**config.mk**
```make
export PLATFORM = sky130hd
export DESIGN_NAME = lhte_seq
export DESIGN_NICKNAME = d
export VERILOG_FILES = /design/src/sv/lhte_pkg.sv /design/src/sv/lhte_seq.sv
export SDC_FILE = /design/constraint.sdc
export NUM_CORES = 1
export LEC_CHECK = 0
export BUFFER_PORTS_ARGS = -buffer_cell sky130_fd_sc_hd__clkbuf_2
export CAP_MARGIN = 0
export CELL_PAD_IN_SITES_DETAIL_PLACEMENT = 0
export CELL_PAD_IN_SITES_GLOBAL_PLACEMENT = 1
export CORE_MARGIN = 1.5
export CORE_UTILIZATION = 35
export CTS_BUF_LIST = sky130_fd_sc_hd__clkbuf_4 sky130_fd_sc_hd__clkbuf_8
export CTS_CLUSTER_SIZE = 12
export DETAILED_ROUTE_END_ITERATION = 10
export PLACE_DENSITY = 0.75
export SLEW_MARGIN = 20
export SYNTH_ARGS = -nofsm -noshare
export SYNTH_HDL_FRONTEND = slang
export SYNTH_SLANG_ARGS = --single-unit
```
**constraint.sdc**
```tcl
create_clock -name i_clk -period 14.3 [get_ports i_clk]
set_input_delay 2.145 -clock i_clk [delete_from_list [all_inputs] [get_ports i_clk]]
set_output_delay 2.145 -clock i_clk [all_outputs]
set_load 0.02 [all_outputs]
```
**src/sv/lhte_pkg.sv**
```systemverilog
// Shared constants, codes and handshake payload types of the hash table engine.
`default_nettype none

package lhte_pkg;

    localparam int LHTE_TABLE_DEPTH = 256;
    localparam int LHTE_KEY_BITS    = 32;
    localparam int LHTE_HANDLE_BITS = 32;

    localparam int OPCODE_W = 2;
    localparam int FIELD_W  = 32;
    localparam int HASH_W   = 32;
    localparam int STATUS_W = 2;
    localparam int INDEX_W  = 8;
    localparam int COUNT_W  = 9;

    typedef enum logic [OPCODE_W-1:0] {
        OP_SEARCH = 2'd0,
        OP_INSERT = 2'd1,
        OP_DELETE = 2'd2
    } t_opcode;

    typedef enum logic [STATUS_W-1:0] {
        ST_OK   = 2'd0,
        ST_MISS = 2'd1,
        ST_DUP  = 2'd2,
        ST_FULL = 2'd3
    } t_status;

    typedef struct packed {
        logic [OPCODE_W-1:0] opcode;
        logic [FIELD_W-1:0]  key;
        logic [HASH_W-1:0]   hash_value;
        logic [FIELD_W-1:0]  record_handle;
    } t_req;

    typedef struct packed {
        t_status            status;
        logic [FIELD_W-1:0] found_handle;
        logic [INDEX_W-1:0] found_index;
        logic [COUNT_W-1:0] entry_count_now;
    } t_rsp;

    // Sequencer status towards the top level
    typedef struct packed {
        logic idle;
        logic done;
    } t_seq_stat;

endpackage

`default_nettype wire

```
**src/sv/lhte_seq.sv**
```systemverilog
// Operation sequencer: walks and relinks bucket chains held in the link and entry RAMs.
`default_nettype none

module lhte_seq import lhte_pkg::*; #(
    parameter int TABLE_DEPTH = LHTE_TABLE_DEPTH,
    parameter int KEY_BITS    = LHTE_KEY_BITS,
    parameter int HANDLE_BITS = LHTE_HANDLE_BITS,
    localparam int AW = $clog2(TABLE_DEPTH),
    localparam int LW = AW + 1,
    localparam int DW = HASH_W + HANDLE_BITS + KEY_BITS
) (
    input  wire logic          i_clk,
    input  wire logic          i_rst_n,
    input  wire logic          i_start,
    input  wire t_req          i_req,
    input  wire logic          i_uniq,
    input  wire logic          i_take,
    output t_seq_stat          o_stat,
    output t_rsp               o_rsp,
    output logic [AW-1:0]      o_raddr,
    output logic               o_lwe,
    output logic [AW-1:0]      o_lwaddr,
    output logic [LW-1:0]      o_lwdata,
    input  wire logic [LW-1:0] i_lrdata,
    output logic               o_dwe,
    output logic [AW-1:0]      o_dwaddr,
    output logic [DW-1:0]      o_dwdata,
    input  wire logic [DW-1:0] i_drdata
);

    localparam int CW = AW + 1;
    localparam int SW = AW + 2;
    localparam logic [LW-1:0] LINK_NONE = LW'(TABLE_DEPTH);

    typedef enum logic [4:0] {
        S_IDLE, S_DISPATCH,
        S_F_RD, S_F_CHK, S_F_MISS,
        S_I_CHKFULL, S_I_START, S_I_RD, S_I_CHK, S_I_FIX1, S_I_FIX2,
        S_I_TAIL, S_I_MOVE, S_I_LINK, S_I_FIN,
        S_D_RD, S_D_CHK, S_D_UNLINK, S_D_PULL, S_D_CMP, S_D_LAST, S_D_POS,
        S_D_MV, S_D_FIXP,
        S_R_RD, S_R_CHK,
        S_DONE
    } t_state;

    typedef struct packed {
        logic hdn;
        logic hs;
        logic ld;
        logic ls;
    } t_flags;

    function automatic logic [AW-1:0] slot(input logic [SW-1:0] i);
        slot = (i < SW'(TABLE_DEPTH)) ? i[AW-1:0] : '0;
    endfunction

    function automatic logic [SW-1:0] bkt(input logic [HASH_W-1:0] h,
                                          input logic [SW-1:0] span,
                                          input logic [CW-1:0] len);
        logic [SW-1:0] hs;
        logic [SW-1:0] a;
        hs = h[SW-1:0];
        a  = hs & (span - 1'b1);
        if (a < SW'(len)) begin
            bkt = a;
        end else begin
            bkt = hs & ((span >> 1) - 1'b1);
        end
    endfunction

    t_state r_state, n_state, r_ret, n_ret;
    logic [OPCODE_W-1:0] r_op, n_op;
    logic [KEY_BITS-1:0] r_key, n_key;
    logic [HASH_W-1:0] r_hash, n_hash;
    logic [HANDLE_BITS-1:0] r_hd, n_hd;
    logic [CW-1:0] r_cnt, n_cnt, r_n, n_n, r_fst, n_fst;
    logic [SW-1:0] r_span, n_span, r_ospan, n_ospan, r_g, n_g;
    logic [AW-1:0] r_pos, n_pos, r_gp, n_gp, r_gp2, n_gp2, r_empty, n_empty;
    logic [AW-1:0] r_cur, n_cur;
    logic [LW-1:0] r_prev, n_prev, r_lnk, n_lnk, r_llink, n_llink;
    logic [LW-1:0] r_target, n_target, r_dest, n_dest;
    logic r_first, n_first;
    t_flags r_flags, n_flags;
    logic [DW-1:0] r_d1, n_d1, r_d2, n_d2, r_ldat, n_ldat;
    t_status r_status, n_status;
    logic [FIELD_W-1:0] r_fh, n_fh;
    logic [INDEX_W-1:0] r_fi, n_fi;

    logic [HASH_W-1:0] rd_hash, ld_hash;
    logic [HANDLE_BITS-1:0] rd_handle;
    logic [KEY_BITS-1:0] rd_key;
    logic [DW-1:0] new_data;

    assign rd_hash   = i_drdata[DW-1 -: HASH_W];
    assign rd_handle = i_drdata[KEY_BITS +: HANDLE_BITS];
    assign rd_key    = i_drdata[KEY_BITS-1:0];
    assign ld_hash   = r_ldat[DW-1 -: HASH_W];
    assign new_data  = {r_hash, r_hd, r_key};

    always_comb begin
        logic [SW-1:0] half_v;
        logic [AW-1:0] p_v;
        logic [AW-1:0] p3_v;
        logic [SW-1:0] p2_v;
        logic [SW-1:0] q_v;
        logic [CW-1:0] dec_v;

        n_state = r_state; n_ret = r_ret; n_op = r_op; n_key = r_key;
        n_hash = r_hash; n_hd = r_hd; n_cnt = r_cnt; n_n = r_n; n_fst = r_fst;
        n_span = r_span; n_ospan = r_ospan; n_g = r_g; n_pos = r_pos;
        n_gp = r_gp; n_gp2 = r_gp2; n_empty = r_empty; n_cur = r_cur;
        n_prev = r_prev; n_lnk = r_lnk; n_llink = r_llink;
        n_target = r_target; n_dest = r_dest; n_first = r_first;
        n_flags = r_flags; n_d1 = r_d1; n_d2 = r_d2; n_ldat = r_ldat;
        n_status = r_status; n_fh = r_fh; n_fi = r_fi;

        o_raddr  = r_pos;
        o_lwe    = 1'b0;
        o_lwaddr = r_pos;
        o_lwdata = LINK_NONE;
        o_dwe    = 1'b0;
        o_dwaddr = r_pos;
        o_dwdata = new_data;

        half_v = r_span >> 1;
        p_v    = slot(bkt(rd_hash, r_span, r_cnt));
        p3_v   = p_v;
        p2_v   = bkt(ld_hash, r_ospan, r_cnt + 1'b1);
        q_v    = bkt(rd_hash, r_ospan, r_cnt + 1'b1);
        dec_v  = r_cnt - 1'b1;

        unique case (r_state)
            S_IDLE: begin
                if (i_start) begin
                    n_op    = i_req.opcode;
                    n_key   = KEY_BITS'(i_req.key);
                    n_hash  = i_req.hash_value;
                    n_hd    = HANDLE_BITS'(i_req.record_handle);
                    n_state = S_DISPATCH;
                end
            end
            S_DISPATCH: begin
                n_status = ST_MISS;
                n_fh     = '0;
                n_fi     = '0;
                n_pos    = slot(bkt(r_hash, r_span, r_cnt));
                n_n      = '0;
                n_first  = 1'b1;
                n_prev   = LINK_NONE;
                if (r_op == OP_SEARCH || (r_op == OP_INSERT && i_uniq)) begin
                    n_state = (r_cnt == '0) ? S_F_MISS : S_F_RD;
                end else if (r_op == OP_INSERT) begin
                    n_state = S_I_CHKFULL;
                end else if (r_op == OP_DELETE) begin
                    n_state = (r_cnt == '0) ? S_DONE : S_D_RD;
                end else begin
                    n_state = S_DONE;
                end
            end
            // key lookup along one chain
            S_F_RD: begin
                n_state = S_F_CHK;
            end
            S_F_CHK: begin
                if (rd_key == r_key) begin
                    if (r_op == OP_SEARCH) begin
                        n_status = ST_OK;
                        n_fh     = FIELD_W'(rd_handle);
                        n_fi     = INDEX_W'(r_pos);
                    end else begin
                        n_status = ST_DUP;
                    end
                    n_state = S_DONE;
                end else if (r_first && bkt(rd_hash, r_span, r_cnt) != SW'(r_pos)) begin
                    n_state = S_F_MISS;
                end else if (i_lrdata == LINK_NONE || r_n >= CW'(TABLE_DEPTH)) begin
                    n_state = S_F_MISS;
                end else begin
                    n_n     = r_n + 1'b1;
                    n_pos   = slot(SW'(i_lrdata));
                    n_first = 1'b0;
                    n_state = S_F_RD;
                end
            end
            S_F_MISS: begin
                n_state = (r_op == OP_SEARCH) ? S_DONE : S_I_CHKFULL;
            end
            // insert: split the chain of the bucket that is being divided
            S_I_CHKFULL: begin
                if (r_cnt >= CW'(TABLE_DEPTH)) begin
                    n_status = ST_FULL;
                    n_state  = S_DONE;
                end else begin
                    n_state = S_I_START;
                end
            end
            S_I_START: begin
                n_flags = '0;
                n_empty = r_cnt[AW-1:0];
                n_gp    = '0;
                n_gp2   = '0;
                n_n     = '0;
                n_fst   = r_cnt - CW'(half_v);
                n_pos   = slot(SW'(r_cnt - CW'(half_v)));
                n_state = (half_v == '0) ? S_I_TAIL : S_I_RD;
            end
            S_I_RD: begin
                n_state = S_I_CHK;
            end
            S_I_CHK: begin
                if (r_flags == '0 && bkt(rd_hash, r_span, r_cnt) != SW'(r_fst)) begin
                    n_state = S_I_FIX1;
                end else begin
                    if ((rd_hash[SW-1:0] & half_v) == '0) begin
                        if (!r_flags.ls) begin
                            if (r_flags.hs) begin
                                n_flags = '{hdn: 1'b0, hs: 1'b1, ld: 1'b0, ls: 1'b1};
                                n_gp    = r_empty;
                                n_empty = r_pos;
                            end else begin
                                n_flags = '{hdn: 1'b0, hs: 1'b0, ld: 1'b1, ls: 1'b1};
                                n_gp    = r_pos;
                            end
                        end else begin
                            if (!r_flags.ld) begin
                                o_dwe    = 1'b1;
                                o_dwaddr = r_gp;
                                o_dwdata = r_d1;
                                o_lwe    = 1'b1;
                                o_lwaddr = r_gp;
                                o_lwdata = LW'(r_pos);
                                n_flags  = '{hdn: 1'b0, hs: r_flags.hs, ld: 1'b1, ls: 1'b1};
                            end
                            n_gp = r_pos;
                        end
                        n_d1 = i_drdata;
                    end else begin
                        if (!r_flags.hs) begin
                            n_flags = '{hdn: 1'b0, hs: 1'b1, ld: 1'b0, ls: r_flags.ls};
                            n_gp2   = r_empty;
                            n_empty = r_pos;
                        end else begin
                            if (!r_flags.hdn) begin
                                o_dwe    = 1'b1;
                                o_dwaddr = r_gp2;
                                o_dwdata = r_d2;
                                o_lwe    = 1'b1;
                                o_lwaddr = r_gp2;
                                o_lwdata = LW'(r_pos);
                                n_flags  = '{hdn: 1'b1, hs: 1'b1, ld: 1'b0, ls: r_flags.ls};
                            end
                            n_gp2 = r_pos;
                        end
                        n_d2 = i_drdata;
                    end
                    if (i_lrdata == LINK_NONE || r_n >= CW'(TABLE_DEPTH)) begin
                        n_state = S_I_FIX1;
                    end else begin
                        n_n     = r_n + 1'b1;
                        n_pos   = slot(SW'(i_lrdata));
                        n_state = S_I_RD;
                    end
                end
            end
            S_I_FIX1: begin
                // close the low chain if its last entry is still pending
                if (r_flags.ls && !r_flags.ld) begin
                    o_dwe    = 1'b1;
                    o_dwaddr = r_gp;
                    o_dwdata = r_d1;
                    o_lwe    = 1'b1;
                    o_lwaddr = r_gp;
                end
                n_state = S_I_FIX2;
            end
            S_I_FIX2: begin
                if (r_flags.hs && !r_flags.hdn) begin
                    o_dwe    = 1'b1;
                    o_dwaddr = r_gp2;
                    o_dwdata = r_d2;
                    o_lwe    = 1'b1;
                    o_lwaddr = r_gp2;
                end
                n_state = S_I_TAIL;
            end
            S_I_TAIL: begin
                n_pos = slot(bkt(r_hash, r_span, r_cnt + 1'b1));
                if (slot(bkt(r_hash, r_span, r_cnt + 1'b1)) == r_empty) begin
                    o_lwe    = 1'b1;
                    o_lwaddr = r_empty;
                    o_dwe    = 1'b1;
                    o_dwaddr = r_empty;
                    n_state  = S_I_FIN;
                end else begin
                    o_raddr = slot(bkt(r_hash, r_span, r_cnt + 1'b1));
                    n_state = S_I_MOVE;
                end
            end
            S_I_MOVE: begin
                // move the entry in the way to the free position
                o_lwe    = 1'b1;
                o_lwaddr = r_empty;
                o_lwdata = i_lrdata;
                o_dwe    = 1'b1;
                o_dwaddr = r_empty;
                o_dwdata = i_drdata;
                n_g      = bkt(rd_hash, r_span, r_cnt + 1'b1);
                n_state  = S_I_LINK;
            end
            S_I_LINK: begin
                o_lwe = 1'b1;
                o_dwe = 1'b1;
                if (r_g == SW'(r_pos)) begin
                    o_lwdata = LW'(r_empty);
                    n_state  = S_I_FIN;
                end else begin
                    n_cur    = slot(r_g);
                    n_target = LW'(r_pos);
                    n_dest   = LW'(r_empty);
                    n_ret    = S_I_FIN;
                    n_n      = '0;
                    n_state  = S_R_RD;
                end
            end
            S_I_FIN: begin
                n_cnt    = r_cnt + 1'b1;
                n_status = ST_OK;
                if (SW'(r_cnt + 1'b1) == r_span) begin
                    n_span = r_span << 1;
                end
                n_state = S_DONE;
            end
            // delete: find the entry by handle
            S_D_RD: begin
                n_state = S_D_CHK;
            end
            S_D_CHK: begin
                if (rd_handle == r_hd) begin
                    n_lnk    = i_lrdata;
                    n_cnt    = dec_v;
                    n_ospan  = r_span;
                    n_status = ST_OK;
                    if (SW'(dec_v) < half_v) begin
                        n_span = half_v;
                    end
                    n_state = S_D_UNLINK;
                end else begin
                    n_prev = LW'(r_pos);
                    if (i_lrdata == LINK_NONE || r_n >= CW'(TABLE_DEPTH)) begin
                        n_state = S_DONE;
                    end else begin
                        n_n     = r_n + 1'b1;
                        n_pos   = slot(SW'(i_lrdata));
                        n_state = S_D_RD;
                    end
                end
            end
            S_D_UNLINK: begin
                n_empty = r_pos;
                if (r_prev != LINK_NONE) begin
                    o_lwe    = 1'b1;
                    o_lwaddr = slot(SW'(r_prev));
                    o_lwdata = r_lnk;
                    n_state  = S_D_CMP;
                end else if (r_lnk != LINK_NONE) begin
                    n_empty = slot(SW'(r_lnk));
                    o_raddr = slot(SW'(r_lnk));
                    n_state = S_D_PULL;
                end else begin
                    n_state = S_D_CMP;
                end
            end
            S_D_PULL: begin
                o_lwe    = 1'b1;
                o_lwdata = i_lrdata;
                o_dwe    = 1'b1;
                o_dwdata = i_drdata;
                n_state  = S_D_CMP;
            end
            S_D_CMP: begin
                if (SW'(r_empty) == SW'(r_cnt)) begin
                    n_state = S_DONE;
                end else begin
                    o_raddr = slot(SW'(r_cnt));
                    n_state = S_D_LAST;
                end
            end
            S_D_LAST: begin
                n_ldat  = i_drdata;
                n_llink = i_lrdata;
                n_pos   = p_v;
                if (p_v == r_empty) begin
                    o_lwe    = 1'b1;
                    o_lwaddr = r_empty;
                    o_lwdata = i_lrdata;
                    o_dwe    = 1'b1;
                    o_dwaddr = r_empty;
                    o_dwdata = i_drdata;
                    n_state  = S_DONE;
                end else begin
                    o_raddr = p_v;
                    n_state = S_D_POS;
                end
            end
            S_D_POS: begin
                o_lwe    = 1'b1;
                o_lwaddr = r_empty;
                o_dwe    = 1'b1;
                o_dwaddr = r_empty;
                n_n      = '0;
                n_dest   = LW'(r_empty);
                n_ret    = S_DONE;
                if (r_pos != p3_v) begin
                    // entry at the home position belongs elsewhere: evict it
                    o_lwdata = i_lrdata;
                    o_dwdata = i_drdata;
                    n_cur    = p3_v;
                    n_target = LW'(r_pos);
                    n_state  = S_D_MV;
                end else begin
                    o_lwdata = r_llink;
                    o_dwdata = r_ldat;
                    n_state  = S_R_RD;
                    if (p2_v == q_v && p2_v != SW'(r_cnt)) begin
                        n_target = LW'(r_cnt);
                        n_cur    = r_pos;
                    end else begin
                        n_target = (p2_v == q_v) ? LW'(r_pos) : LINK_NONE;
                        n_cur    = r_empty;
                        n_dest   = i_lrdata;
                        n_ret    = S_D_FIXP;
                    end
                end
            end
            S_D_MV: begin
                o_lwe    = 1'b1;
                o_lwdata = r_llink;
                o_dwe    = 1'b1;
                o_dwdata = r_ldat;
                n_state  = S_R_RD;
            end
            S_D_FIXP: begin
                o_lwe    = 1'b1;
                o_lwdata = LW'(r_empty);
                n_state  = S_DONE;
            end
            // relink: walk until an entry points at the target, repoint it
            S_R_RD: begin
                o_raddr = r_cur;
                n_state = S_R_CHK;
            end
            S_R_CHK: begin
                if (r_n >= CW'(TABLE_DEPTH + 1)) begin
                    n_state = r_ret;
                end else if (i_lrdata == r_target) begin
                    o_lwe    = 1'b1;
                    o_lwaddr = r_cur;
                    o_lwdata = r_dest;
                    n_state  = r_ret;
                end else begin
                    n_n     = r_n + 1'b1;
                    n_cur   = slot(SW'(i_lrdata));
                    n_state = S_R_RD;
                end
            end
            S_DONE: begin
                if (i_take) begin
                    n_state = S_IDLE;
                end
            end
            default: begin
                n_state = S_IDLE;
            end
        endcase
    end

    always_ff @(posedge i_clk) begin
        if (!i_rst_n) begin
            r_state <= S_IDLE;
            r_cnt   <= '0;
            r_span  <= SW'(1);
        end else begin
            r_state <= n_state;
            r_cnt   <= n_cnt;
            r_span  <= n_span;
        end
        r_ret <= n_ret; r_op <= n_op; r_key <= n_key; r_hash <= n_hash; r_hd <= n_hd;
        r_n <= n_n; r_fst <= n_fst; r_ospan <= n_ospan; r_g <= n_g; r_pos <= n_pos;
        r_gp <= n_gp; r_gp2 <= n_gp2; r_empty <= n_empty; r_cur <= n_cur;
        r_prev <= n_prev; r_lnk <= n_lnk; r_llink <= n_llink;
        r_target <= n_target; r_dest <= n_dest; r_first <= n_first;
        r_flags <= n_flags; r_d1 <= n_d1; r_d2 <= n_d2; r_ldat <= n_ldat;
        r_status <= n_status; r_fh <= n_fh; r_fi <= n_fi;
    end

    assign o_stat.idle           = (r_state == S_IDLE);
    assign o_stat.done           = (r_state == S_DONE);
    assign o_rsp.status          = r_status;
    assign o_rsp.found_handle    = r_fh;
    assign o_rsp.found_index     = r_fi;
    assign o_rsp.entry_count_now = COUNT_W'(r_cnt);

`ifndef SYNTHESIS
    a_span_pow2: assert property (@(posedge i_clk) disable iff (!i_rst_n)
        $onehot(r_span))
        else $error("bucket span not a power of two");

    a_cnt_below_span: assert property (@(posedge i_clk) disable iff (!i_rst_n)
        SW'(r_cnt) < r_span)
        else $error("entry count reached bucket span");

    a_cnt_only_busy: assert property (@(posedge i_clk) disable iff (!i_rst_n)
        (r_state == S_IDLE && !i_start) |=> $stable(r_cnt))
        else $error("entry count changed while idle");
`endif

endmodule

`default_nettype wire

```
==> results.sh, run 1 <==
export IMPL_status="completed"
export IMPL_die_x_um=319
export IMPL_cts_buffers_inserted=104
export IMPL_power_density_nw_per_um2=169
export IMPL_avgSynthCellArea_um2=10.9
export IMPL_hold_path_endpoint="r_state[4]$_SDFFE_PN0P_"
export IMPL_crit_buf_inv=6
export IMPL_die_area_um2=102000
export IMPL_viasPerCell=6.16
export IMPL_grt_max_degree=100
export IMPL_num_rows=115
export IMPL_fin_crit_sh_pct=77.6
export IMPL_dr_pass1_iters=6
export IMPL_wl_per_cell_um=28.7
export IMPL_endpoint_kind="output pin"
export IMPL_area_growth_pct=16.7
export IMPL_setup_ws_ps=3210
export IMPL_pre_cts_ws_ps=3480
export IMPL_synth_edf_count=560
export IMPL_crit_start="r_span[2]$_SDFFE_PN0P_"
export IMPL_drtAntennaViolNets=0
export IMPL_gp_congestion=0.991
export IMPL_nets=3856
export IMPL_path_cells="inv_1, ha_1, or3b_1, a21oi_1, mux2i_1, buf_4, inv_1, ha_1, nand4_1, a311o_1, o2bb2ai_1, a21oi_1, nor2_1, or2_1, o2111a_1, a211oi_1, nor3_2, o21ai_4, buf_4, or2_2, buf_4, a221o_1, clkbuf_2"
export IMPL_io_buffer_count=391
export IMPL_synth_area_um2=35000
export IMPL_ioPinCount=392
export IMPL_dominantRegCellSynth="edfxtp_1"
export IMPL_ys_seq_elements=584
export IMPL_critical_path_arrival_ps=8950
export IMPL_drc=0
export IMPL_clk_root_buffer_cell="clkbuf_8"
export IMPL_yosysSeqAreaShare_pct=49.4
export IMPL_r2r_start="r_span[2]$_SDFFE_PN0P_"
export IMPL_multi_input_area_um2=16600
export IMPL_holdCritStartpoint="r_ret[4]$_DFFE_PP_"
export IMPL_min_period_ps=11090
export IMPL_final_max_slew_violation_count=0
export IMPL_leakage_nw=15.7
export IMPL_clock_latency_ps=820
export IMPL_final_layout_size_suffix_gt1_share_pct=19.5
export IMPL_max_slew_margin_pct=17.3
export IMPL_start_kind="register"
export IMPL_postCtsHoldBufs=0
export IMPL_finalSetupViolations=0
export IMPL_hold_viol=0
export IMPL_vdd_drop_max_mv=0.0975
export IMPL_drt_iter0_markers=3677
export IMPL_clkTransAtPathRegs_ps=70
export IMPL_cts_resized_gates=0
export IMPL_crit_type="reg2out"
export IMPL_crit_required_ps=12150
export IMPL_rsz0062_at_grt="no"
export IMPL_max_stage_delay_ps=860
export IMPL_power_mw=6.88
export IMPL_postSynthCellCount=3210
export IMPL_reg2reg_depth=19
export IMPL_grt_pass1_wl_mm=203
export IMPL_final_util_pct=41.4
export IMPL_ys_warnings_count=0
export IMPL_hold_depth=2
export IMPL_wl_mm=142
export IMPL_antenna_found_initial=6
export IMPL_syn_nets=3494
export IMPL_synth_cell_type_count=98
export IMPL_vias=30525
export IMPL_rrSetupSlack_ps=5980
export IMPL_path_delay_family="compound AO/OA/AOI/OAI gates"
export IMPL_worstPathMaxFanout=34
export IMPL_cts_tree="done"
export IMPL_setup_tns_ps=0
export IMPL_slowest_stage="a21oi_1"
export IMPL_fp_dieH_um=319
export IMPL_cpMostUsedCell="buf_4"
export IMPL_grt_pass1_vias=29287
export IMPL_htreeDepth=3
export IMPL_start_util_pct=35.5
export IMPL_grt_usage_pct=26.8
export IMPL_cts_buffer_depth=3
export IMPL_final_seq_area_um2=17300
export IMPL_cts_setup_buffers=0
export IMPL_fmax_mhz=90.2
export IMPL_hold_path_class="reg2reg"
export IMPL_dpl_hpwl_mm=96.9
export IMPL_async_reset_ff_share_pct=0
export IMPL_fillers=9604
export IMPL_skew_ps=78.6
export IMPL_r2r_end="r_gp[5]$_SDFFCE_PN0P_"
export IMPL_core_area_um2=98700
export IMPL_clock_sinks=584
export IMPL_tightestPinTransition_ps=1240
export IMPL_gr_total_overflow=0
export IMPL_fin_hold_ws_ps=583
export IMPL_maxCapViolCount=0
## cell usage in the layout, fill, tap and decap left out, types with 37 or more instances in the layout
master      n
ha_1       75
clkinv_1   37
o22ai_1   113
mux2i_1   291
o21ai_0    95
xor2_1    105
clkbuf_8  104
inv_1      75
nand3_1    79
nor3_1     40
and2_1     55
clkbuf_2  391
xnor2_1    88
a22oi_1    66
edfxtp_1  560
nand2_1   283
a31oi_1    63
a21oi_1    99
nor2_1    212
a221o_1   159
buf_4      75
## final cells by class
cell class              count  share of cell area [%]
inverters                  86                   0.802
flip-flops and latches    584                    42.3
clock inverters            62                    1.79
clock buffers             134                    4.05
multi-input cells        2326                    40.7
diodes                      9                  0.0551
well taps                1287                    3.94
repair buffers            470                    6.36
## synthesized netlist by cell type, drive strengths merged (14+ instances only)
library cell  number  area (um^2)
nand4             26          163
o31ai             14          110
ha                75          938
mux2              20          225
clkbuf           143          537
o21a              22          165
edfxtp           560        16800
a221o            159         1590
a211oi            23          173
nor4              39          259
o21ai            104          524
a22oi             66          495
nor2b             38          238
o211ai            30          230
xor2             105          920
buf               71          363
a221oi            23          201
nand3             80          405
a22o              16          140
a222oi            17          170
nor3              42          215
and2              57          357
nand2b            22          138
a31oi             63          394
o22ai            114          719
a21o              19          143
and3              15         95.1
mux2i            291         2910
xnor2             88          771
dfxtp             24          480
inv               78          293
nor2             215          807
a21oi            100          500
nand2            285         1070
## worst max path at each step
stage                                          end  cells past startpoint  slack (ps)
after floorplan           r_flags[0]$_SDFFCE_PN0P_                     16        5600
after global placement                o_dwdata[64]                     21        3480
after detailed placement              o_dwdata[64]                     21        3480
after CTS                             o_dwdata[64]                     23        3290
after global routing                  o_dwdata[64]                     23        2750
final                                 o_dwdata[65]                     23        3210
## kinds of logic (layout without fill, tap and decap cells)
family,Yosys count,count (layout),share of synthesized area (%)
flip-flops,584,584,49.4
AO/OA/AOI/OAI,879,879,18.8
AND/OR/NAND/NOR,866,866,11.8
buffers and inverters,300,752,3.49
multiplexers,311,311,8.97
XOR/XNOR,193,193,4.83
other,0,9,0
adder cells (fa/ha/maj),77,77,2.77
## metrics by stage
| step | instance area [um^2] | instances |
|---|---|---|
| 6_report | 40900 | 4958 |
| 5_1_grt | 40900 | 4957 |
| 3_5_place_dp | 38400 | 4752 |
| 2_1_floorplan | 35000 | 3210 |
| 3_3_place_gp | 38400 | 4750 |
| 4_1_cts | 40800 | 4948 |
## sequential cells by signal (all words and copies together) (netlist names), 9 cells and up
name	cells
r_g	10
r_hd	32
r_target	9
r_ldat	96
r_fh	32
r_ospan	10
r_dest	9
r_n	9
r_cnt	9
r_key	32
r_fst	9
r_span	10
r_lnk	9
r_hash	32
r_llink	9
r_prev	9
r_d1	96
r_d2	96
## metal layers
metal	part of all wire (%)	global-route usage, %	wire length [um]	vias to the layer above
met5	0.030	0	43	-
met4	2.9	8.19	4110	6
met3	10	6.12	14400	267
met2	46	42.4	65200	1828
met1	41	36.3	58400	15116
li1	-	-	-	13308
## worst reg2reg max path, delay by kind of cell (launching register included)
family          cells  cell delay, ps
xor+xnor            1             170
compound gates      6            2760
flops               1             450
fa+ha+maj           2             610
simple gates        5            2240
buf+inv             4            1530
mux                 1             230
## power breakdown
group	total [mW]	leakage [nW]	switching, mW	internal (mW)
logic	2.73	9.13	1.88	0.844
registers	2.34	5.34	0.157	2.18
clock network	1.82	1.23	0.780	1.04
Power figures use the tool's default switching activity.
==> run 2: changes to the inputs <==
--- a/config.mk
+++ b/config.mk
@@ -14,7 +14,7 @@
 export CTS_BUF_LIST = sky130_fd_sc_hd__clkbuf_4 sky130_fd_sc_hd__clkbuf_8
 export CTS_CLUSTER_SIZE = 12
 export DETAILED_ROUTE_END_ITERATION = 10
-export PLACE_DENSITY = 0.75
+export PLACE_DENSITY = 0.77
 export SLEW_MARGIN = 20
 export SYNTH_ARGS = -nofsm -noshare
 export SYNTH_HDL_FRONTEND = slang
==> constraint.sdc (replaced) <==
create_clock -name i_clk -period 9.3 [get_ports i_clk]
set_input_delay 1.395 -clock i_clk [delete_from_list [all_inputs] [get_ports i_clk]]
set_output_delay 1.395 -clock i_clk [all_outputs]
set_load 0.02 [all_outputs]
==> run 2 against run 1 <==
  * Final cell count grew 0.32%
  * Sequential power rose by 53%
  * Flip-flop and latch count is the same
  * Routed wire length fell by 0.54%
  * First-iteration DRC count rose by 11%
  * Final area shrank 0.26%
  * Power is 49% higher
  * Highest routed layer unchanged
==> results.sh, run 2 (synthesized netlist as in run 1, its figures left out) <==
export IMPL_finalSetupViolations=0
export IMPL_die_area_um2=102000
export IMPL_drtAntennaViolNets=0
export IMPL_grt_pass1_wl_mm=202
export IMPL_slowest_stage="or2_4"
export IMPL_worstPathMaxFanout=53
export IMPL_final_max_slew_violation_count=0
export IMPL_largestRegisters="r_d1: 96 flops, r_d2: 96 flops, r_ldat: 96 flops"
export IMPL_vias=30774
export IMPL_final_layout_size_suffix_gt1_share_pct=20.3
export IMPL_skew_ps=43.2
export IMPL_core_area_um2=98700
export IMPL_max_slew_margin_pct=22.8
export IMPL_nets=3878
export IMPL_crit_buf_inv=4
export IMPL_status="completed"
export IMPL_cts_buffers_inserted=103
export IMPL_drt_iter0_markers=4099
export IMPL_gp_congestion=1.01
export IMPL_critical_path_arrival_ps=7600
export IMPL_crit_required_ps=7910
export IMPL_stdcell_area_um2=40700
export IMPL_vdd_drop_max_mv=0.195
export IMPL_viasPerCell=6.19
export IMPL_start_kind="register"
export IMPL_ioPinCount=392
export IMPL_final_common_cell="edfxtp_1"
export IMPL_power_density_nw_per_um2=251
export IMPL_path_depth=21
export IMPL_clkTransAtPathRegs_ps=60
export IMPL_path_delay_family="compound AO/OA/AOI/OAI gates"
export IMPL_setup_tns_ps=0
export IMPL_grt_usage_pct=26.6
export IMPL_io_buffer_count=391
export IMPL_dr_pass1_iters=6
export IMPL_leakage_nw=15.7
export IMPL_start_util_pct=35.5
export IMPL_antenna_found_initial=7
export IMPL_gr_total_overflow=0
export IMPL_fmax_mhz=111
export IMPL_setup_ws_ps=304
export IMPL_path_cells="inv_1, ha_1, or3b_1, a21oi_1, mux2i_1, buf_4, inv_1, ha_1, o21a_1, a211oi_1, o2bb2ai_1, a21o_1, nand2_2, a21oi_2, a32o_1, o2111ai_1, nor4_2, or2_4, a221o_1, a221o_1, clkbuf_2"
export IMPL_htreeDepth=3
export IMPL_grt_max_degree=97
export IMPL_cts_tree="done"
export IMPL_clock_latency_ps=780
export IMPL_max_stage_delay_ps=840
export IMPL_clk_root_buffer_cell="clkbuf_8"
export IMPL_drc=0
export IMPL_dpl_cell_area_um2=38600
export IMPL_rsz0062_at_grt="no"
export IMPL_final_util_pct=41.3
export IMPL_hold_viol=0
export IMPL_pre_cts_ws_ps=939
export IMPL_reg2reg_depth=18
export IMPL_wl_mm=141
export IMPL_tightestPinTransition_ps=1160
export IMPL_area_growth_pct=16.4
export IMPL_endpoint_kind="output pin"
export IMPL_wl_per_cell_um=28.4
export IMPL_min_period_ps=9000
export IMPL_dpl_hpwl_mm=97.4
export IMPL_die_x_um=319
export IMPL_crit_type="reg2out"
export IMPL_final_cell_mix="edfxtp_1, clkbuf_2, mux2i_1"
export IMPL_num_rows=115
export IMPL_postCtsHoldBufs=0
export IMPL_grt_pass1_vias=29157
export IMPL_maxCapViolCount=0
export IMPL_cts_buffer_depth=3
export IMPL_hold_path_class="reg2reg"
export IMPL_fin_crit_sh_pct=96.7
export IMPL_fp_dieH_um=319
export IMPL_hold_depth=2
export IMPL_clock_sinks=584
-- run 2: changes by cell type in the layout (fill, tap and decap cells not counted), sizes merged --
cell and change:
buf +22, bufinv -12, inv +4, clkinvlp +3
clkbuf +2, diode -2, clkinv -1
-- run 2: what timing repair did --
action / CTS / global route
setup endpoints to repair: 0 / 115
buffers inserted: 0 / 4
gates resized for setup: 0 / 13
-- run 2: worst register-to-register path, cell delays in order (launching register included) --
cell	delay, ps
edfxtp_1	470
inv_1	200
ha_1	290
or4b_1	590
nor3_1	240
xor2_1	510
and2_1	280
ha_1	190
nand2_1	60
a221oi_1	300
a221oi_1	240
o21ai_2	690
mux2_2	450
xnor2_1	130
a2111oi_0	470
nand4_1	440
nand3_2	360
and2_1	820
mux2_2	430
-- run 2: power breakdown --
group / switching (mW) / leakage, nW / internal, mW
combinational: 2.90 / 9.26 / 1.32
sequential: 0.235 / 5.34 / 3.35
clock: 1.17 / 1.09 / 1.27
-- run 2: stage by stage --
stage / cells / total power, mW / hold slack, ps
after floorplan: 3210 / 6.11 / 403
after global placement: 4771 / 7.73 / 534
final: 4974 / 10.2 / 556
after global routing: 4973 / 10.6 / 604
after CTS: 4962 / 10.2 / 554
after detailed placement: 4771 / 7.74 / 541
-- run 2: final timing paths --
kind                               start                      end  slack, ps
setup / recovery  r_span[2]$_SDFFE_PN0P_             o_dwdata[70]        300
setup reg to reg    r_ospan[1]$_DFFE_PP_      r_dest[3]$_DFFE_PP_       1880
hold reg to reg       r_ret[4]$_DFFE_PP_  r_state[4]$_SDFFE_PN0P_        560
hold / removal        r_ret[4]$_DFFE_PP_  r_state[4]$_SDFFE_PN0P_        560
-- run 2: routing by layer --
layer	global-route usage, %	wire [um]	vias to the layer above
met1	35.6	56900	15162
met4	9.56	5590	8
met5	0	48	-
met3	5.32	14100	312
li1	-	-	13361
met2	42.5	64700	1931
-- run 2: area by class of cell --
type | instances | area, um^2
fillers | 9445 | 58000
multi-input cells | 2326 | 16700
clock inverters | 56 | 389
well taps | 1287 | 1610
diodes | 7 | 17.5
clock buffers | 135 | 1670
flip-flops and latches | 584 | 17300
inverters | 86 | 328
repair buffers | 493 | 2790
